## src/rtl/phx_pkg.sv

```systemverilog
// ----------------------------------------------------------------------------
// Philox 4x32 package
// Shared widths, round constants, register indexes and cell types.
// ----------------------------------------------------------------------------
package phx_pkg;

    localparam int PHX_ROUND_COUNT = 10;
    localparam int WORD_W          = 32;
    localparam int PROD_W          = 2 * WORD_W;
    localparam int CFG_IDX_W       = 2;

    localparam logic [WORD_W-1:0] PHX_MUL_A  = 32'hD251_1F53;
    localparam logic [WORD_W-1:0] PHX_MUL_B  = 32'hCD9E_8D57;
    localparam logic [WORD_W-1:0] PHX_WEYL_A = 32'h9E37_79B9;
    localparam logic [WORD_W-1:0] PHX_WEYL_B = 32'hBB67_AE85;

    localparam logic [CFG_IDX_W-1:0] CFG_KEY_LOW     = 2'd0;
    localparam logic [CFG_IDX_W-1:0] CFG_KEY_HIGH    = 2'd1;
    localparam logic [CFG_IDX_W-1:0] CFG_STREAM_LOW  = 2'd2;
    localparam logic [CFG_IDX_W-1:0] CFG_STREAM_HIGH = 2'd3;

    typedef struct packed {
        logic [WORD_W-1:0] x0;
        logic [WORD_W-1:0] x1;
        logic [WORD_W-1:0] x2;
        logic [WORD_W-1:0] x3;
        logic [WORD_W-1:0] k0;
        logic [WORD_W-1:0] k1;
    } phx_state_t;

    typedef struct packed {
        logic [PROD_W-1:0] pa;
        logic [PROD_W-1:0] pb;
        logic [WORD_W-1:0] x1;
        logic [WORD_W-1:0] x3;
        logic [WORD_W-1:0] k0;
        logic [WORD_W-1:0] k1;
    } phx_prod_t;

endpackage

```

## src/rtl/phx_cell.sv

```systemverilog
// ----------------------------------------------------------------------------
// Philox round cell
// One round: register both widening products, then mix with key into the
// state handed to the next cell, along with the bumped key.
// ----------------------------------------------------------------------------
module phx_cell (
    input  logic               clk,
    input  logic               rst_n,
    input  logic               en,
    input  logic               in_valid,
    input  phx_pkg::phx_state_t in_state,
    output logic               out_valid,
    output phx_pkg::phx_state_t out_state
);
    import phx_pkg::*;

    logic      valid_reg;
    phx_prod_t prod_reg;
    phx_prod_t prod_next;

    always_comb
    begin
        prod_next.pa = PROD_W'(in_state.x0) * PROD_W'(PHX_MUL_A);
        prod_next.pb = PROD_W'(in_state.x2) * PROD_W'(PHX_MUL_B);
        prod_next.x1 = in_state.x1;
        prod_next.x3 = in_state.x3;
        prod_next.k0 = in_state.k0;
        prod_next.k1 = in_state.k1;
    end

    always_ff @(posedge clk or negedge rst_n)
    begin
        if (!rst_n)
        begin
            valid_reg <= 1'b0;
        end
        else if (en)
        begin
            valid_reg <= in_valid;
        end
    end

    always_ff @(posedge clk)
    begin
        if (en)
        begin
            prod_reg <= prod_next;
        end
    end

    always_comb
    begin
        out_state.x0 = prod_reg.pb[PROD_W-1:WORD_W] ^ prod_reg.x1 ^ prod_reg.k0;
        out_state.x1 = prod_reg.pb[WORD_W-1:0];
        out_state.x2 = prod_reg.pa[PROD_W-1:WORD_W] ^ prod_reg.x3 ^ prod_reg.k1;
        out_state.x3 = prod_reg.pa[WORD_W-1:0];
        out_state.k0 = prod_reg.k0 + PHX_WEYL_A;
        out_state.k1 = prod_reg.k1 + PHX_WEYL_B;
    end

    assign out_valid = valid_reg;

endmodule

```

## config.mk

```make
export PLATFORM = sky130hd
export DESIGN_NAME = phx_cell
export DESIGN_NICKNAME = d
export VERILOG_FILES = /design/src/rtl/phx_pkg.sv /design/src/rtl/phx_cell.sv
export SDC_FILE = /design/constraint.sdc
export NUM_CORES = 2
export LEC_CHECK = 0
export ABC_CLOCK_PERIOD_IN_PS = 9990
export BUFFER_PORTS_ARGS = -buffer_cell sky130_fd_sc_hd__buf_4
export CAP_MARGIN = 40
export CELL_PAD_IN_SITES_DETAIL_PLACEMENT = 1
export CELL_PAD_IN_SITES_GLOBAL_PLACEMENT = 2
export CORE_UTILIZATION = 46
export CTS_BUF_LIST = sky130_fd_sc_hd__clkbuf_8
export CTS_CLUSTER_DIAMETER = 120
export DETAILED_ROUTE_END_ITERATION = 6
export HOLD_SLACK_MARGIN = 0.02
export PLACE_DENSITY_LB_ADDON = 0.08
export SLEW_MARGIN = 20
export SYNTH_ARGS = -nofsm -noshare
export SYNTH_HDL_FRONTEND = slang
export SYNTH_SLANG_ARGS = --single-unit
```

## constraint.sdc

```tcl
create_clock -name clk -period 9.99 [get_ports clk]
set_clock_uncertainty 0.15 [all_clocks]
set_input_delay 1.998 -clock clk [delete_from_list [all_inputs] [get_ports clk]]
set_output_delay 1.998 -clock clk [all_outputs]
set_load 0.05 [all_outputs]
```

-- Word level (Yosys, flattened, before mapping)
Index checks and enable logic that the tools add are counted.
- word-level logic and storage cells: 15
- register bits: 257
- multipliers: 2
- $add $sub $neg: 2
- bitwise operators: 4
- operator list (kind ; count):
    $mul 32x32->64 const B ; 2
    $xor 32x32->32 ; 4
    $add 32x32->32 const B ; 2

-- Logic depth before layout (Yosys ltp)
- depth after elaboration: 2
- gate-level depth with buffers: 26
- gate-level depth less buffers: 26

-- Least setup slack after synthesis
Ideal clock, no wire load.
- path type: input to register
- from: input in_state[183] (netlist name)
- to: register prod_reg[251] (netlist name) (data pin)
- arrival: 8.219 ns
- required time: 9.575 ns
- stages: 23
- library setup time: 0.265 ns
- setup slack: 1.357 ns
- buffers on the path: 1
- cell sequence: fa_1 > fa_1 > fa_1 > inv_1 > fa_1 > fa_1 > inv_1 > fa_1 > fa_1 > inv_1 > fa_1 > inv_1 > ha_1 > clkbuf_1 > nand4_1 > or2_2 > nor3_1 > nor2b_1 > a211oi_2 > o41ai_2 > a221o_2 > a31oi_1 > xnor2_1
- RTL lines (what ; line ; source):
    from (decl) ; phx_cell.sv:11 ; input phx_pkg::phx_state_t in_state,
    to (signal assigned) ; phx_cell.sv:47 ; prod_reg <= prod_next;
    to (decl) ; phx_cell.sv:18 ; phx_prod_t prod_reg;

==> impl_metrics.yaml <==
sta:
  holdWs_ns: 0.355
  report.final.slew_viol_count: 0
  final-setup-viol-count: 0
  clock.fmax_mhz: 110
  min_period_ns: 9.10
  setup_tns_ns: 0
  finalHoldViolations: 0
  rsz0062_at_grt: "false"
  relSlewSlack_pct: 41.0
  tightestPinTransition_ns: 0.863
  finalCritPeriodShare_pct: 91.1
  finalWorstSetupSlack_ns: 0.892
floorplan:
  start_util_pct: 46.7
  die_area_mm2: 0.105
  core-area_mm2: 0.102
  die_h_um: 325
  rows: 117
  num_io_pins: 389
  fp.dieW_um: 325
yosys:
  synth.distinct_cells: 76
  synth-edff-count: 256
  yosys_most_used_dff: "edfxtp_1"
  netlist_area_mm2: 0.0479
  ys_seq_elements: 257
  synthAdderAreaFrac_pct: 57.7
  muxShareOfSynthArea_pct: 0.0235
  synthXorXnorAreaFrac_pct: 6.19
  synth_simple_gate_area_share_pct: 3.63
  seq_area_frac_synth_pct: 16.1
  syn_inst: 4327
  synth_top_family_by_area: "adder cells"
  async_reset_ff_share_pct: 0.389
  ys_warn_count: 0
  syn-num-nets: 6227
  synth_compound_area_share_pct: 6.29
  syn_avg_cell_area_um2: 11.1
final_layout:
  fill_cells: 11107
  drive_above_1_share_pct: 10.6
  area_growth_pct: 10.7
  final_area_mm2: 0.0530
  largest_register_ffs: 192
  ff_latch_area_mm2: 0.00771
  multi_input_area_mm2: 0.0354
  final_nets: 6591
global_route:
  grt_max_degree: 104
  antenna_found_initial: 6
  track_usage_pct: 26.3
  grt_overflow_total: 0
  grt_pass1_vias: 35317
  grtUsageMet3_pct: 4.79
  grt_busiest_layer: "met2"
  grt.met2_usage_pct: 44.6
  grt_first_pass_wirelength_um: 209000
  met1_usage_pct: 34.4
critical_path:
  r2r.worst_path.cells: 1
  worst_ep_arrival_time_ns: 9.41
  reg2reg_slack_ns: 9.10
  worstPathRequired_ns: 10.30
  crit_type: "primary input to flop"
  endpoint_kind: "flop"
  startpoint_type: "primary input"
  critPathMaxFanout: 15
place:
  gp_congestion: 0.892
  portBuffers: 388
  dp_hpwl_um: 120000
  place_ws_ns: 0.212
  placed_area_mm2: 0.0521
hold_path:
  hold_path.class: "flop to flop"
  min_path_cells: 1
cts:
  clk_pin_slew_worst_paths_ns: 0.06
  cts_tree: "built"
  cts_hold_buffers: 0
  post_cts_buffers: 0
  cts_buffer_depth: 3
  cts.repair.resized: 0
  cts_buffers: 50
  clk_latency_ns: 0.71
  cts-htree-levels: 2
  cts.sinks: 257
  root_buffer: "clkbuf_8"
drt:
  wl_um: 137000
  ant_nets: 0
  vias: 31237
  drtIter0Drc: 1379
  avgViaCountPerCell: 5.13
  drc: 0
  dr.pass1.iters: 4
  wl_per_cell_um: 22.4
status:
  outcome: "finished, final reports clean"
job:
  drv_cap: 0
==> metrics by stage <==
stage	cells	utilization, %
floorplan	4327	-
global placement	6005	50.8
CTS	6086	51.7
global route	6091	51.7
finish	6095	51.7
detailed placement	6005	50.8
==> synth_stat cells, types with 28 or more instances <==
master | number | area [um2]
a21o_1 | 81 | 608
a21oi_1 | 140 | 701
buf_4 | 64 | 480
clkbuf_1 | 39 | 146
edfxtp_1 | 256 | 7690
fa_1 | 841 | 16800
ha_1 | 863 | 10800
inv_1 | 1109 | 4160
nand2_1 | 103 | 387
nand4_1 | 28 | 175
nor2_1 | 77 | 289
o21ai_0 | 79 | 395
o21bai_1 | 30 | 225
xnor2_1 | 251 | 2200
xor2_1 | 87 | 762
==> cells in the final DEF, fill, tap and decap left out, types with 30 or more instances in the layout <==
| cell | n |
|---|---|
| inv_1 | 1117 |
| ha_1 | 863 |
| fa_1 | 841 |
| buf_4 | 413 |
| edfxtp_1 | 256 |
| xnor2_1 | 251 |
| a21oi_1 | 140 |
| nand2_1 | 103 |
| xor2_1 | 87 |
| a21o_1 | 81 |
| o21ai_0 | 79 |
| nor2_1 | 77 |
| clkbuf_8 | 50 |
| o21bai_1 | 30 |
==> path summary, 6_finish.rpt <==
kind,to,start
max,prod_reg[188],in_state[99]
min reg2reg,out_valid,out_valid
min,out_valid,out_valid
min in group asynchronous,out_valid,rst_n
max in group asynchronous,out_valid,rst_n
max reg2reg,out_valid,out_valid
==> per-layer routing <==
layer,routed length [um],share of wire (%),up-vias
li1,-,-,14459
met1,60100,44,15973
met2,66100,48,635
met3,6720,4.9,168
met4,3740,2.7,2
met5,13,0.0095,-
==> cells by family after synthesis <==
logic type               Yosys count
flip-flops                       257
XOR/XNOR                         338
multiplexers                       1
buffers and inverters           1214
AND/OR/NAND/NOR                  353
AO/OA/AOI/OAI                    460
adder cells (fa/ha/maj)         1704
==> area by class of cell <==
type | instances | area share (%)
inverters | 1109 | 7.85
clock inverters | 31 | 0.364
well taps | 1368 | 3.23
clock buffers | 50 | 1.30
diodes | 7 | 0.0331
multi-input cells | 2856 | 66.7
flip-flops and latches | 257 | 14.6
repair buffers | 417 | 5.96
==> worst max-delay path, stage by stage <==
cell	delay, ns
buf_4	0.26
ha_1	0.33
xor2_1	0.20
ha_1	0.21
or2_2	0.31
fa_1	0.54
fa_1	0.45
fa_1	0.52
fa_1	0.43
fa_1	0.55
inv_1	0.08
fa_1	0.48
inv_1	0.04
ha_1	0.41
and3_1	0.23
o21ai_0	0.16
or3_1	0.37
a211oi_1	0.38
nor3_1	0.14
buf_4	0.17
o221ai_1	0.33
o21ai_0	0.32
o21ai_0	0.23
a21oi_1	0.10
xnor2_1	0.14
Power is not shown: default switching activity piles up to over one toggle a cycle in this logic, so the estimate is an artifact.
